File: config.mk
export PLATFORM = sky130hd
export DESIGN_NAME = rc_mode_and_setpoint_mapper
export DESIGN_NICKNAME = d
export VERILOG_FILES = /design/src/rtl/rcm_pkg.sv /design/src/rtl/rc_mode_and_setpoint_mapper.sv
export VERILOG_INCLUDE_DIRS = /design/src /design/src/rtl
export SDC_FILE = /design/constraint.sdc
export NUM_CORES = 1
export LEC_CHECK = 0
export BUFFER_PORTS_ARGS = -buffer_cell sky130_fd_sc_hd__buf_2
export CORE_MARGIN = 8
export CORE_UTILIZATION = 35
export CTS_BUF_LIST = sky130_fd_sc_hd__clkbuf_8
export DETAILED_ROUTE_END_ITERATION = 8
export PLACE_DENSITY = 0.53
export SLEW_MARGIN = 10
export SYNTH_ARGS = -nofsm -noshare
export SYNTH_HDL_FRONTEND = slang
export SYNTH_SLANG_ARGS = --single-unit
File: constraint.sdc
create_clock -name clock -period 13.75 [get_ports clock]
set_input_delay 2.0625 -clock clock [delete_from_list [all_inputs] [get_ports clock]]
set_output_delay 2.0625 -clock clock [all_outputs]
set_load 0.05 [all_outputs]
File: src/rtl/rc_mode_and_setpoint_mapper_assert.svh
// assertion macros for the rc mode and setpoint mapper
`ifndef RC_MODE_AND_SETPOINT_MAPPER_ASSERT_SVH
`define RC_MODE_AND_SETPOINT_MAPPER_ASSERT_SVH

// property that must hold at every clock edge outside reset
`define RCM_ASSERT_ALWAYS(lbl, prop, msg) \
   lbl: assert property (@(posedge clock) disable iff (reset) (prop)) else $error(msg);

// implication checked on the clock after the antecedent
`define RCM_ASSERT_NEXT(lbl, ante, cons, msg) \
   lbl: assert property (@(posedge clock) disable iff (reset) (ante) |=> (cons)) \
      else $error(msg);

`endif

File: src/rtl/rcm_pkg.sv
// shared constants and helpers for the rc mode and setpoint mapper
package rcm_pkg;

   localparam logic [1:0] MODE_LOCKED = 2'd0;
   localparam logic [1:0] MODE_MANUAL = 2'd1;
   localparam logic [1:0] MODE_AUTO   = 2'd2;

   // register indexes
   localparam logic [2:0] REG_ATT_GAIN  = 3'd0;
   localparam logic [2:0] REG_YAW_SCALE = 3'd1;
   localparam logic [2:0] REG_IDLE_THR  = 3'd2;
   localparam logic [2:0] REG_THR_GAIN  = 3'd3;
   localparam logic [2:0] REG_LOSS_LIM  = 3'd4;

   localparam logic [11:0] STICK_CENTER  = 12'd1500;
   localparam logic [11:0] STICK_BOTTOM  = 12'd1000;
   localparam logic [11:0] THR_LOCK_MIN  = 12'd1010;
   localparam logic [11:0] SWITCH_LOCK   = 12'd1000;
   localparam logic [11:0] SWITCH_MANUAL = 12'd1500;
   localparam logic [11:0] SWITCH_AUTO   = 12'd2000;
   localparam logic [11:0] SWITCH_CALIB  = 12'd2000;

   localparam logic signed [30:0] YAW_HALF_TURN = 31'sd11796480;
   localparam logic signed [30:0] YAW_FULL_TURN = 31'sd23592960;
   localparam logic signed [30:0] SP_MAX = 31'sd33554431;
   localparam logic signed [30:0] SP_MIN = -31'sd33554432;

   // clamp a wide signed value to the 26-bit setpoint range
   function automatic logic signed [25:0] sat26(input logic signed [30:0] v);
      logic signed [25:0] r;
      if (v > SP_MAX) r = SP_MAX[25:0];
      else if (v < SP_MIN) r = SP_MIN[25:0];
      else r = v[25:0];
      return r;
   endfunction

endpackage

File: src/rtl/rc_mode_and_setpoint_mapper.sv
// rc mode and setpoint mapper top level with bit-serial multiplier
// usage:
// - req channel carries one main-loop tick per transaction; odd ticks are
//   taken and produce no response
// - an even tick runs the link watch, latches fresh channels and picks the
//   flight mode in the accept cycle, then maps the sticks with one shared
//   shift-add multiplier that retires one multiplier bit per cycle
// - five products (pitch, roll, yaw rate, yaw step, throttle) each pass
//   through the multiply state and then the store state; in auto the
//   setpoints hold and the tick goes straight to the done state
// - the multiplier loop sets the throughput; one tick is in flight at a time
// - rsp channel carries one transaction per even tick from an output
//   register; a stalled receiver holds it and the next tick can be taken,
//   its result waits until the register frees
// - csr port writes a register when csr_we is high; write only while idle
// - synchronous active-high reset restores register defaults, clears the
//   link watch, held channels, setpoints and selects the locked mode
module rc_mode_and_setpoint_mapper (
   input  logic         clock,
   input  logic         reset,
   input  logic         req_tvalid,
   output logic         req_tready,
   // loop_tick, packet_index, channels_fresh, pitch_stick, roll_stick,
   // yaw_stick, throttle_stick, switch_a, switch_c, zero pad
   input  logic [95:0]  req_tdata,
   output logic         rsp_tvalid,
   input  logic         rsp_tready,
   // flight_mode, pitch_setpoint, roll_setpoint, yaw_setpoint,
   // throttle_setpoint, calibrate_request, link_lost, zero pad
   output logic [111:0] rsp_tdata,
   input  logic         csr_we,
   input  logic [2:0]   csr_index,
   input  logic [22:0]  csr_wdata
);
   import rcm_pkg::*;

   // sequencer states
   localparam logic [1:0] ST_IDLE  = 2'd0;
   localparam logic [1:0] ST_MUL   = 2'd1;
   localparam logic [1:0] ST_STORE = 2'd2;
   localparam logic [1:0] ST_DONE  = 2'd3;

   // product codes
   localparam logic [2:0] OP_PITCH = 3'd0;
   localparam logic [2:0] OP_ROLL  = 3'd1;
   localparam logic [2:0] OP_RATE  = 3'd2;
   localparam logic [2:0] OP_YAW   = 3'd3;
   localparam logic [2:0] OP_THR   = 3'd4;

   // configuration registers
   logic [15:0] att_gain_ff, yaw_scale_ff, thr_gain_ff;
   logic [22:0] idle_thr_ff;
   logic [9:0]  loss_limit_ff;

   // loop state
   logic [9:0]  stale_ff;
   logic [7:0]  last_pkt_ff;
   logic        loss_lock_ff;
   logic [1:0]  mode_ff;
   logic [11:0] pitch_ff, roll_ff, yaw_ff, thr_ff, swa_ff, swc_ff;
   logic signed [25:0] sp_pitch_ff, sp_roll_ff, sp_yaw_ff, sp_thr_ff;

   // sequencer and serial multiplier
   logic [1:0]  state_ff;
   logic [2:0]  op_ff;
   logic [3:0]  cnt_ff;
   logic [44:0] mul_a_ff, acc_ff;
   logic [15:0] mul_b_ff;

   // response register
   logic         rsp_valid_ff;
   logic [111:0] rsp_data_ff;

   // request fields
   logic [7:0]  in_tick, in_pkt;
   logic        in_fresh;
   logic [11:0] in_pitch, in_roll, in_yaw, in_thr, in_swa, in_swc;

   assign in_tick  = req_tdata[7:0];
   assign in_pkt   = req_tdata[15:8];
   assign in_fresh = req_tdata[16];
   assign in_pitch = req_tdata[28:17];
   assign in_roll  = req_tdata[40:29];
   assign in_yaw   = req_tdata[52:41];
   assign in_thr   = req_tdata[64:53];
   assign in_swa   = req_tdata[76:65];
   assign in_swc   = req_tdata[88:77];

   logic req_go, tick_even;
   assign req_tready = (state_ff == ST_IDLE);
   assign req_go     = req_tvalid && req_tready;
   assign tick_even  = !in_tick[0];

   // link watch for the tick being accepted
   logic [10:0] stale_inc;
   logic        stale_over;
   logic [9:0]  stale_in;
   logic        lock_watch;
   always_comb begin
      stale_inc  = (in_pkt == last_pkt_ff) ? ({1'b0, stale_ff} + 11'd1) : 11'd0;
      stale_over = (stale_inc >= {1'b0, loss_limit_ff});
      stale_in   = stale_over ? loss_limit_ff : stale_inc[9:0];
      lock_watch = loss_lock_ff || stale_over;
   end

   // channels after an optional latch
   logic [11:0] pitch_in, roll_in, yaw_in, thr_in, swa_in, swc_in;
   assign pitch_in = in_fresh ? in_pitch : pitch_ff;
   assign roll_in  = in_fresh ? in_roll  : roll_ff;
   assign yaw_in   = in_fresh ? in_yaw   : yaw_ff;
   assign thr_in   = in_fresh ? in_thr   : thr_ff;
   assign swa_in   = in_fresh ? in_swa   : swa_ff;
   assign swc_in   = in_fresh ? in_swc   : swc_ff;

   // mode selection
   logic [1:0] mode_in;
   logic       lock_in;
   always_comb begin
      mode_in = mode_ff;
      lock_in = lock_watch;
      if (swc_in == SWITCH_LOCK || (mode_ff == MODE_LOCKED && thr_in > THR_LOCK_MIN)) begin
         mode_in = MODE_LOCKED;
      end else if (swc_in == SWITCH_MANUAL) begin
         mode_in = MODE_MANUAL;
         lock_in = 1'b0;
      end else if (swc_in == SWITCH_AUTO) begin
         mode_in = MODE_AUTO;
         lock_in = 1'b0;
      end
      if (lock_in) mode_in = MODE_LOCKED;
   end

   // operand load for the next product
   logic [2:0]  ld_op;
   logic [44:0] ld_a;
   logic [15:0] ld_b;
   logic [12:0] diff;
   always_comb begin
      ld_op = (state_ff == ST_IDLE) ? OP_PITCH : (op_ff + 3'd1);
      diff  = 13'd0;
      ld_a  = 45'd0;
      ld_b  = att_gain_ff;
      unique case (ld_op)
         OP_PITCH: begin
            diff = {1'b0, pitch_in} - {1'b0, STICK_CENTER};
            ld_a = {{32{diff[12]}}, diff};
         end
         OP_ROLL: begin
            diff = {1'b0, roll_ff} - {1'b0, STICK_CENTER};
            ld_a = {{32{diff[12]}}, diff};
         end
         OP_RATE: begin
            diff = {1'b0, yaw_ff} - {1'b0, STICK_CENTER};
            ld_a = {{32{diff[12]}}, diff};
         end
         OP_YAW: begin
            ld_a = {{16{acc_ff[28]}}, acc_ff[28:0]};
            ld_b = yaw_scale_ff;
         end
         OP_THR: begin
            diff = {1'b0, thr_ff} - {1'b0, STICK_BOTTOM};
            ld_a = {{32{diff[12]}}, diff};
            ld_b = thr_gain_ff;
         end
         default: begin
            ld_a = 45'd0;
         end
      endcase
   end

   // store-cycle results
   logic signed [30:0] prod31, yaw_step, yaw_sum, thr_sum;
   always_comb begin
      prod31   = {{2{acc_ff[28]}}, acc_ff[28:0]};
      yaw_step = {{2{acc_ff[44]}}, acc_ff[44:16]};
      yaw_sum  = {{5{sp_yaw_ff[25]}}, sp_yaw_ff} - yaw_step;
      if (yaw_sum > YAW_HALF_TURN) yaw_sum = yaw_sum - YAW_FULL_TURN;
      else if (yaw_sum < -YAW_HALF_TURN) yaw_sum = yaw_sum + YAW_FULL_TURN;
      thr_sum  = prod31 + $signed({8'd0, idle_thr_ff});
   end

   logic out_free;
   assign out_free = !rsp_valid_ff || rsp_tready;

   always_ff @(posedge clock) begin
      if (reset) begin
         att_gain_ff   <= 16'd3932;
         yaw_scale_ff  <= 16'd655;
         idle_thr_ff   <= 23'd655360;
         thr_gain_ff   <= 16'd5898;
         loss_limit_ff <= 10'd500;
         stale_ff      <= 10'd0;
         last_pkt_ff   <= 8'd0;
         loss_lock_ff  <= 1'b0;
         mode_ff       <= MODE_LOCKED;
         pitch_ff      <= 12'd0;
         roll_ff       <= 12'd0;
         yaw_ff        <= 12'd0;
         thr_ff        <= 12'd0;
         swa_ff        <= 12'd0;
         swc_ff        <= 12'd0;
         sp_pitch_ff   <= 26'sd0;
         sp_roll_ff    <= 26'sd0;
         sp_yaw_ff     <= 26'sd0;
         sp_thr_ff     <= 26'sd0;
         state_ff      <= ST_IDLE;
         op_ff         <= OP_PITCH;
         cnt_ff        <= 4'd0;
         rsp_valid_ff  <= 1'b0;
      end else begin
         if (csr_we) begin
            unique case (csr_index)
               REG_ATT_GAIN:  att_gain_ff   <= csr_wdata[15:0];
               REG_YAW_SCALE: yaw_scale_ff  <= csr_wdata[15:0];
               REG_IDLE_THR:  idle_thr_ff   <= csr_wdata;
               REG_THR_GAIN:  thr_gain_ff   <= csr_wdata[15:0];
               REG_LOSS_LIM:  loss_limit_ff <= csr_wdata[9:0];
               default: ;
            endcase
         end

         // output register: load on a finished tick, else drop on handoff
         if (state_ff == ST_DONE && out_free) rsp_valid_ff <= 1'b1;
         else if (rsp_tready) rsp_valid_ff <= 1'b0;

         unique case (state_ff)
            ST_IDLE: begin
               if (req_go && tick_even) begin
                  stale_ff     <= stale_in;
                  last_pkt_ff  <= in_pkt;
                  loss_lock_ff <= lock_in;
                  mode_ff      <= mode_in;
                  pitch_ff     <= pitch_in;
                  roll_ff      <= roll_in;
                  yaw_ff       <= yaw_in;
                  thr_ff       <= thr_in;
                  swa_ff       <= swa_in;
                  swc_ff       <= swc_in;
                  if (mode_in != MODE_AUTO) begin
                     op_ff    <= ld_op;
                     mul_a_ff <= ld_a;
                     mul_b_ff <= ld_b;
                     acc_ff   <= 45'd0;
                     cnt_ff   <= 4'd0;
                     state_ff <= ST_MUL;
                  end else begin
                     state_ff <= ST_DONE;
                  end
               end
            end
            ST_MUL: begin
               // one multiplier bit per cycle
               if (mul_b_ff[0]) acc_ff <= acc_ff + mul_a_ff;
               mul_a_ff <= {mul_a_ff[43:0], 1'b0};
               mul_b_ff <= {1'b0, mul_b_ff[15:1]};
               cnt_ff   <= cnt_ff + 4'd1;
               if (cnt_ff == 4'd15) state_ff <= ST_STORE;
            end
            ST_STORE: begin
               case (op_ff)
                  OP_PITCH: sp_pitch_ff <= sat26(prod31);
                  OP_ROLL:  sp_roll_ff  <= sat26(prod31);
                  OP_YAW:   sp_yaw_ff   <= sat26(yaw_sum);
                  OP_THR:   sp_thr_ff   <= sat26(thr_sum);
                  default: ;
               endcase
               if (op_ff == OP_THR) begin
                  state_ff <= ST_DONE;
               end else begin
                  op_ff    <= ld_op;
                  mul_a_ff <= ld_a;
                  mul_b_ff <= ld_b;
                  acc_ff   <= 45'd0;
                  cnt_ff   <= 4'd0;
                  state_ff <= ST_MUL;
               end
            end
            ST_DONE: begin
               if (out_free) begin
                  state_ff <= ST_IDLE;
               end
            end
            default: state_ff <= ST_IDLE;
         endcase
      end
   end

   // response payload, loaded with the valid flag
   logic calib;
   assign calib = (mode_ff == MODE_LOCKED) && (swa_ff == SWITCH_CALIB);

   always_ff @(posedge clock) begin
      if (state_ff == ST_DONE && out_free) begin
         rsp_data_ff <= {4'd0, loss_lock_ff, calib, sp_thr_ff, sp_yaw_ff,
                         sp_roll_ff, sp_pitch_ff, mode_ff};
      end
   end

   assign rsp_tvalid = rsp_valid_ff;
   assign rsp_tdata  = rsp_data_ff;

   `include "rc_mode_and_setpoint_mapper_assert.svh"

   `RCM_ASSERT_ALWAYS(a_lock_forces_mode, (!loss_lock_ff || mode_ff == MODE_LOCKED), "link-loss lock without locked mode")
   `RCM_ASSERT_ALWAYS(a_op_range, (state_ff != ST_MUL || op_ff <= OP_THR), "product code out of range")
   `RCM_ASSERT_NEXT(a_even_busy, (req_go && tick_even), (state_ff != ST_IDLE), "even tick did not start work")
   `RCM_ASSERT_NEXT(a_rsp_hold, (rsp_tvalid && !rsp_tready), (rsp_tvalid && $stable(rsp_tdata)), "stalled response changed")

endmodule
# Yosys cells after proc, flatten, opt, wreduce, memory -nomap -nowiden

Cells that the tools add are included.

Add/subtract/negate cells: 12
$lt $le $gt $ge: 10
Equal/unequal tests: 27
Mux-type cells: 52
Bitwise operators: 1
Reductions and logical operators: 34

Operators with widths:

| operator                                              | count |
|---|---|
| two-way mux 45 bit                                    | 7 |
| case mux 45 bit (3 select lines)                      | 2 |
| case mux 45 bit (5 select lines)                      | 1 |
| two-way mux 26 bit                                    | 6 |
| two-way mux 31 bit                                    | 2 |
| two-way mux 16 bit                                    | 3 |
| case mux 16 bit (3 select lines)                      | 1 |
| adder 45 bit                                          | 1 |
| subtractor 12 x 11 -> 13 bit, second input constant   | 3 |
| equality test 12 x 11 -> 1 bit, second input constant | 3 |
| two-way mux 12 bit                                    | 3 |
| case mux 16 bit (2 select lines)                      | 1 |
| adder 30 x 26 -> 31 bit, second input constant        | 1 |
| > comparator 31 x 26 -> 1 bit, second input constant  | 1 |
| < comparator 31 x 26 -> 1 bit, second input constant  | 1 |
| subtractor 30 x 26 -> 31 bit, second input constant   | 1 |
| adder 29 x 24 -> 30 bit                               | 1 |
| > comparator 30 x 25 -> 1 bit, second input constant  | 1 |
| > comparator 30 x 26 -> 1 bit, second input constant  | 1 |
| < comparator 30 x 25 -> 1 bit, second input constant  | 1 |
| < comparator 30 x 26 -> 1 bit, second input constant  | 1 |
| subtractor 26 x 29 -> 30 bit                          | 1 |
| > comparator 29 x 26 -> 1 bit, second input constant  | 1 |
| < comparator 29 x 26 -> 1 bit, second input constant  | 1 |
| 38 further kinds                                      | 91 |

Bits in registers: 502
Output and inout bits: 114
Logic and storage cells: 163

# Depth between registers and ports, before layout

Gate-level depths: netlist of run 1.

Depth in word-level cells: 12
Mapped depth: 21
Mapped depth without buffers: 20

# Least setup slack after synthesis of run 1

OpenSTA, ideal clock, no wires.

Path type: input -> register
Start point: in req_tdata[13]
End point: reg acc_ff[0] (enable)
Library setup time: 405 ps
Arrival: 8728 ps
Data required time: 13345 ps
Setup slack: 4617 ps
Cell stages on the path: 20
Cell sequence: xor2_1 -> nor4_1 -> nand2_1 -> or2_2 -> ha_1 -> nand2b_1 -> a21o_1 -> a21o_1 -> a21o_1 -> a21o_1 -> a21oi_1 -> nor2b_1 -> o2111ai_1 -> o311ai_1 -> o31a_1 -> o41ai_1 -> a21oi_1 -> nand2_1 -> nor2_1 -> o21a_1

Cells in the longest elaborated chain, start to end: 11

Ends and longest elaborated chain:

| element                                   | line                               | source |
|---|---|---|
| start, declared                           | rc_mode_and_setpoint_mapper.sv:25  | `input logic [95:0] req_tdata,` |
| equality test 8 bit *                     | rc_mode_and_setpoint_mapper.sv:100 | `stale_inc = (in_pkt == last_pkt_ff) ? ({1'b0, stale_ff} + 11'd1) : 11'd0;` |
| two-way mux 11 bit *                      | rc_mode_and_setpoint_mapper.sv:100 |  |
| >= comparator 11 x 10 -> 1 bit *          | rc_mode_and_setpoint_mapper.sv:101 | `stale_over = (stale_inc >= {1'b0, loss_limit_ff});` |
| logical OR 1 bit *                        | rc_mode_and_setpoint_mapper.sv:103 | `lock_watch = loss_lock_ff \|\| stale_over;` |
| two-way mux 1 bit                         | rc_mode_and_setpoint_mapper.sv:126 | `end else if (swc_in == SWITCH_AUTO) begin` |
| two-way mux 1 bit                         | rc_mode_and_setpoint_mapper.sv:123 | `end else if (swc_in == SWITCH_MANUAL) begin` |
| two-way mux 1 bit *                       | rc_mode_and_setpoint_mapper.sv:121 | `if (swc_in == SWITCH_LOCK \|\| (mode_ff == MODE_LOCKED && thr_in > THR_LOCK_MIN)) begin` |
| two-way mux 2 bit *                       | rc_mode_and_setpoint_mapper.sv:130 | `if (lock_in) mode_in = MODE_LOCKED;` |
| != test 2 bit *                           | rc_mode_and_setpoint_mapper.sv:239 | `if (mode_in != MODE_AUTO) begin` |
| != test 2 x 1 -> 1 bit (no source line) * | n/a                                |  |
| AND reduction 6 bit (no source line) *    | n/a                                |  |
| end signal, assigned                      | rc_mode_and_setpoint_mapper.sv:253 | `if (mul_b_ff[0]) acc_ff <= acc_ff + mul_a_ff;` |
| end, declared                             | rc_mode_and_setpoint_mapper.sv:67  | `logic [44:0] mul_a_ff, acc_ff;` |

Mark *: on every way between the ends. The rest lies on a longest branch, timed or not.
A chain may end at the register's enable or synchronous reset.

# Final worst setup path of run 1

Start point: in req_tdata[9]
End point: reg acc_ff[38] (enable)

The elaborated chain is that of the path after synthesis.

==> metrics, run 1 <==
P&R area growth vs syn 15.6%; CTS tree built; PD cells 143 nW/µm²; Worst Reg-to-Reg Cells 21; count of boundary I/O pins 241; leakage dissipation 11.9 nW; run status finished, final reports clean; H-tree depth 3; WHS Path Cells 0; clock latency on the worst-skew pair 0.69 ns; Max FO, Critical Path 62; DP Wirelength 53100 µm; top post-synthesis cells by area edfxtp_1 (25%), dfxtp_1 (22%), nand2_1 (6.5%); worst-margin pin slew 1.13 ns; part of the power in the clock network 0.363; Required @ worst endpoint 13.98 ns; reg-to-reg critical path endpoint acc_ff[38]; Post-synth top cells nand2_1 (452), nor2_1 (315), a21oi_1 (313), dfxtp_1 (288), edfxtp_1 (214); number of global-route vias before repair 21200; YS warnings 0; Fmax achieved 134 MHz; Most used DFF post-synth dfxtp_1; CP max stage delay 0.78 ns; P_int 0.00295 W; placed cell areas 27900 µm²; kind of critical path input pin to flip-flop; most frequent CP cell a21o_1; Die Area 83000 µm²; gpl congestion 0.883; max_slew headroom 0.250; Worst Setup Start Kind input pin; Yosys cell types 99; EDFF count, synth 214; GRT Overall Usage 0.171; syn avg cell area 9.08 µm²; Worst Min Path Start sp_roll_ff[7]; drt first pass iters 5; switching part of the total 0.313; # port buffers 222; HP Class flip-flop to flip-flop; root buffer selected by CTS clkbuf_8; worst setup slack after layout 6.26 ns; pre-CTS setup slack 5.42 ns; final setup TNS 0 ns; Reg area 12200 µm²; core footprint 73100 µm²; clock slew at reported path FFs 0.06 ns; Multi-input gate area 12900 µm²; asr flop ratio synth 0; Mapped Cells 2855; post_cts resized 0; Clock Skews 0.0507 ns; pin count of the biggest net entering global routing 88; vias per std cell 5.22; first-pass GRT wire length 115000 µm; final setup vio count 0; DRT antenna net count 0; register share of total power 0.414; final instance area 30000 µm²; Comb power frac 0.223; Final Net Count 3299; Hold Path End rsp_tdata[35]; Cell Rows 99; max-capacitance violation count 0; RSZ-0062 raised after global routing false; worst vdd ir 0.0571 mV; # DRC 0; Hold Buf Count CTS 0; drt first-iter violations 1144; vias post-DR 21400; die height 288 µm; Psw 0.00135 W; r2r setup slk 7.41 ns; CP cell instances buf_2 -> xor2_1 -> nor4_1 -> nand2_1 -> or2_2 -> ha_1 -> nand2b_1 -> a21o_1 -> a21o_1 -> a21o_1 -> a21o_1 -> a21oi_1 -> nor2b_1 -> o2111ai_1 -> o311ai_2 -> o31a_1 -> o41ai_1 -> a21oi_1 -> nand2_1 -> nor2_4 -> buf_4 -> o21a_2; die width 288 µm; Min Clock Period, post-route 7.49 ns; reg2reg start last_pkt_ff[1]; Synth top area share 0.248; Final Hold Fails 0; share of cells above drive strength 1 0.153; Fill cells 7343; Post CTS Setup Buffer Count 0; synthesized flop and latch total 502; arrival time at the worst endpoint 7.72 ns; fin. max-slew vios 0; slowest library cell on the worst path o41ai_1; CP Capture Type flip-flop; clk buf depth 3; fin crit share 0.545; cell taking the most area after synthesis edfxtp_1; clock sink count 502; sequential fraction of the synthesis area 0.470; Inserted Clock Buffers 91; Mapped Area 25900 µm²; wire per inst 18.0 µm; antenna violations before repair 9; Total Wirelength 73500 µm; cell with the most instances after synthesis nand2_1; Starting Density 0.355; total gr overflow 0
-- cell families (layout without fill, tap and decap cells) --
logic type | count (synthesis) | in the layout | synth area share
AO/OA/AOI/OAI | 795 | 795 | 0.199
XOR/XNOR | 131 | 131 | 0.0454
adder cells (fa/ha/maj) | 122 | 122 | 0.0598
buffers and inverters | 235 | 501 | 0.0356
flip-flops | 502 | 502 | 0.470
multiplexers | 24 | 24 | 0.00932
other | 1 | 10 | 0.000145
AND/OR/NAND/NOR | 1045 | 1045 | 0.181
-- routing by layer --
| metal | part of all wire | wire (µm) | vias to the layer above | global-route usage |
|---|---|---|---|---|
| met5 | 0.00054 | 40 | - | 0 |
| met2 | 0.48 | 35600 | 486 | 0.296 |
| met4 | 0.020 | 1460 | 6 | 0.0492 |
| li1 | - | - | 10600 | - |
| met1 | 0.44 | 32600 | 10200 | 0.215 |
| met3 | 0.053 | 3880 | 125 | 0.0358 |
-- placed cells by master (no fill, tap or decap), types with 8 or more instances in the layout --
master,Yosys,routed
clkinv_2,0,11
o21ai_0,112,112
nand3_1,38,38
xnor2_1,71,71
a22o_1,10,10
nand2b_1,18,17
edfxtp_1,214,214
nor2b_1,18,16
xor2_1,56,56
o21a_1,15,14
o211ai_1,16,16
nor2_1,315,314
nand2_1,452,450
inv_1,85,113
ha_1,119,119
a22oi_1,22,22
nor3_1,46,44
and2_1,16,16
a21oi_2,20,20
o2111ai_1,8,8
and3_1,28,27
buf_2,6,221
nand4_1,13,13
clkbuf_8,0,109
or3_1,11,11
nand3b_1,34,34
o22ai_1,8,8
o21bai_1,10,10
buf_4,5,26
bufinv_16,0,10
a21o_1,74,74
a31oi_1,29,28
a211oi_1,54,54
nor3_2,18,20
dfxtp_1,288,288
mux2i_1,23,23
a21oi_1,313,313
-- registers in the layout, indices dropped and copies added (netlist names), 23 cells and up --
name,cells
acc_ff,45
idle_thr_ff,23
mul_a_ff,45
rsp_tdata,108
sp_pitch_ff,26
sp_roll_ff,26
sp_thr_ff,26
sp_yaw_ff,26
-- worst max-delay path: cells and delay by family --
| kind | cells | cell delay, ns |
|---|---|---|
| AOI/OAI and AO/OA | 11 | 3.13 |
| xor gates and xnor gates | 1 | 0.14 |
| adders and majority gates | 1 | 0.26 |
| buffers and inverters | 2 | 0.49 |
| and+or+nand+nor | 7 | 1.55 |
-- per-stage QoR --
stage | instances | hold WS [ns] | util | power [W]
3_5_place_dp | 3916 | 0.419 | 0.382 | 0.00277
3_3_place_gp | 3916 | 0.414 | 0.382 | 0.00275
4_1_cts | 4083 | 0.433 | 0.410 | 0.00435
2_1_floorplan | 2858 | 0.409 | - | 0.00251
5_1_grt | 4087 | 0.440 | 0.410 | 0.00453
6_report | 4089 | 0.431 | 0.410 | 0.00430
-- power groups by stage --
stage	Sequential [W]	Combinational [W]	Clock, W
2_1_floorplan	0.00181	0.000701	0
4_1_cts	0.00178	0.000962	0.00161
5_1_grt	0.00179	0.00107	0.00167
3_3_place_gp	0.00181	0.000940	0
3_5_place_dp	0.00181	0.000957	0
6_report	0.00178	0.000957	0.00156
-- final cells by class --
| cell class | count | share of cell area |
|---|---|---|
| clock inverter | 58 | 0.0179 |
| multi-input combinational | 2121 | 0.430 |
| timing repair buffer | 248 | 0.0439 |
| sequential | 502 | 0.407 |
| clock buffer | 109 | 0.0501 |
| inverter | 86 | 0.0108 |
| antenna | 6 | 0.000501 |
| tap | 959 | 0.0401 |
-- worst max path at each step --
stage,cells past startpoint,endpoint,from
final,22,acc_ff[38],req_tdata[9]
after global routing,22,acc_ff[38],req_tdata[13]
after CTS,22,acc_ff[38],req_tdata[9]
after detailed placement,22,acc_ff[27],req_tdata[9]
after global placement,22,acc_ff[27],req_tdata[9]
after floorplan,20,acc_ff[0],req_tdata[13]
Note: power is estimated with default switching activity, not from simulation.
==> run 2, diff against run 1 <==
- ABC_AREA: unset -> 1
- PLACE_DENSITY: 0.53 -> 0.54
- clock period: 13.75 -> 6.07 ns (I/O delays scaled with it)
==> metrics, run 2 <==
clock sink count 502; core footprint 77200 µm²; clock slew at reported path FFs 0.06 ns; Comb power frac 0.418; vias post-DR 24000; P&R area growth vs syn 15.2%; worst-margin pin slew 1.15 ns; YS warnings 0; Mapped Area 27200 µm²; worst vdd ir 0.254 mV; GRT Overall Usage 0.186; Cell Rows 102; # port buffers 222; Post CTS Setup Buffer Count 0; # DRC 0; share of cells above drive strength 1 0.134; fin crit share 0.772; pre-CTS setup slack 1.15 ns; final cell count without fillers 4903; top post-synthesis cells by area edfxtp_1 (24%), dfxtp_1 (21%), nand2_1 (10%); max_slew headroom 0.234; Starting Density 0.353; HP Class flip-flop to flip-flop; leakage dissipation 14.3 nW; post_cts resized 0; final setup vio count 0; syn avg cell area 7.65 µm²; final setup TNS 0 ns; P_int 0.00798 W; Worst Setup Start Kind flip-flop; total gr overflow 0; Die Area 87000 µm²; part of the power in the clock network 0.238; run status finished, final reports clean; placed insts 4730; die height 295 µm; fin. max-slew vios 0; Final Net Count 4032; Hold Buf Count CTS 0; number of global-route vias before repair 22900; first-pass GRT wire length 129000 µm; Psw 0.00601 W; H-tree depth 3; Clock Skews 0.0557 ns; Min Clock Period, post-route 4.69 ns; PD cells 446 nW/µm²; vias per std cell 4.90; CP Capture Type flip-flop; max reg flops 108; die width 295 µm; cell taking the most area after synthesis edfxtp_1; drt first-iter violations 1647; commonest non-fill, non-tap cell in the layout nand2_1; max-capacitance violation count 0; Post-synth top cells nand2_1 (723), inv_1 (444), nor2_1 (421), o21ai_0 (361), a21oi_1 (318); root buffer selected by CTS clkbuf_8; Fmax achieved 213 MHz; switching part of the total 0.429; most frequent cells in the layout nand2_1 (722), inv_1 (477), nor2_1 (416); asr flop ratio synth 0; Total Wirelength 82900 µm; gpl congestion 0.915; worst setup slack after layout 1.38 ns; Max FO, Critical Path 25; CP top delay family simple AND/OR/NAND/NOR gates; placed cell areas 29500 µm²; register share of total power 0.344; synthesized flop and latch total 502; Required @ worst endpoint 6.60 ns; most frequent CP cell nand2_1; DRT antenna net count 0; RSZ-0062 raised after global routing false; EDFF count, synth 214; CP max stage delay 0.87 ns; Most used DFF post-synth dfxtp_1; CP cell instances ha_1 -> inv_1 -> fa_1 -> nand3_1 -> nand3_1 -> nand2_1 -> nand2_1 -> nand2_1 -> nand2_1 -> xor2_1 -> nor2_1 -> nand2_1 -> nor2_1 -> nand3_1 -> nand3_2 -> inv_2 -> nand2_1 -> nand2_1 -> nor2_1 -> nand2_1 -> a21oi_4 -> a21oi_1; wire per inst 16.9 µm; kind of critical path flip-flop to flip-flop; antenna violations before repair 4; cell with the most instances after synthesis nand2_1; clock latency on the worst-skew pair 0.72 ns; Final Hold Fails 0; Synth top area share 0.236; Mapped Cells 3563; Yosys cell types 62; final instance area 31400 µm²; sequential fraction of the synthesis area 0.447; clk buf depth 3; CP bufs+invs 2; drt first pass iters 5; count of boundary I/O pins 241; pin count of the biggest net entering global routing 105; DP Wirelength 60500 µm; Inserted Clock Buffers 91; CTS tree built; arrival time at the worst endpoint 5.22 ns; slowest library cell on the worst path a21oi_4
[run 2: layout make-up]
cell class	instances	area, µm²
antenna	2	5.00
sequential	502	12200
multi-input combinational	2470	12900
tap	1040	1300
fill	8080	45800
timing repair buffer	248	1360
inverter	470	1770
clock buffer	109	1500
clock inverter	62	422
[run 2: final timing paths]
kind                        from       endpoint  slack, ns  depth (start not counted)
setup / recovery      acc_ff[16]   sp_yaw_ff[2]       1.38                         22
hold / removal    sp_roll_ff[15]  rsp_tdata[43]       0.42                          0
setup reg to reg      acc_ff[16]   sp_yaw_ff[2]       1.38                         22
hold reg to reg   sp_roll_ff[15]  rsp_tdata[43]       0.42                          0
[run 2: metrics by stage]
stage / util / hold slack (ns) / total power [W]
finish: 0.407 / 0.422 / 0.0140
global route: 0.407 / 0.411 / 0.0151
CTS: 0.407 / 0.372 / 0.0141
detailed placement: 0.382 / 0.410 / 0.0107
global placement: 0.382 / 0.411 / 0.0107
floorplan: - / 0.403 / 0.00902
[run 2: kinds of logic after synthesis]
group                      synth area share
and+or+nand+nor                       0.219
AOI/OAI and AO/OA                     0.173
buffers and inverters                0.0840
DFF                                   0.447
adders and majority gates            0.0568
xor gates and xnor gates             0.0183
muxes                               0.00110
other                              0.000138
[run 2: routing by layer]
metal | track usage | share of wire
met2 | 0.292 | 0.44
met5 | 0 | 0.00016
met3 | 0.0332 | 0.058
met4 | 0.0557 | 0.028
met1 | 0.260 | 0.48
[run 2: worst register-to-register path: cells and delay by family, from the launching register on]
family	cells	cell delay (ns)
fa+ha+maj	2	0.65
compound gates	2	1.06
buf+inv	2	0.24
simple gates	15	1.88
flops	1	0.49
xor+xnor	1	0.22
[run 2: power groups by stage]
stage               Clock, W  Sequential [W]  Combinational [W]
floorplan                  0         0.00495            0.00407
global placement           0         0.00487            0.00579
detailed placement         0         0.00487            0.00581
CTS                  0.00345         0.00481            0.00584
global route         0.00358         0.00487            0.00660
finish               0.00333         0.00481            0.00585
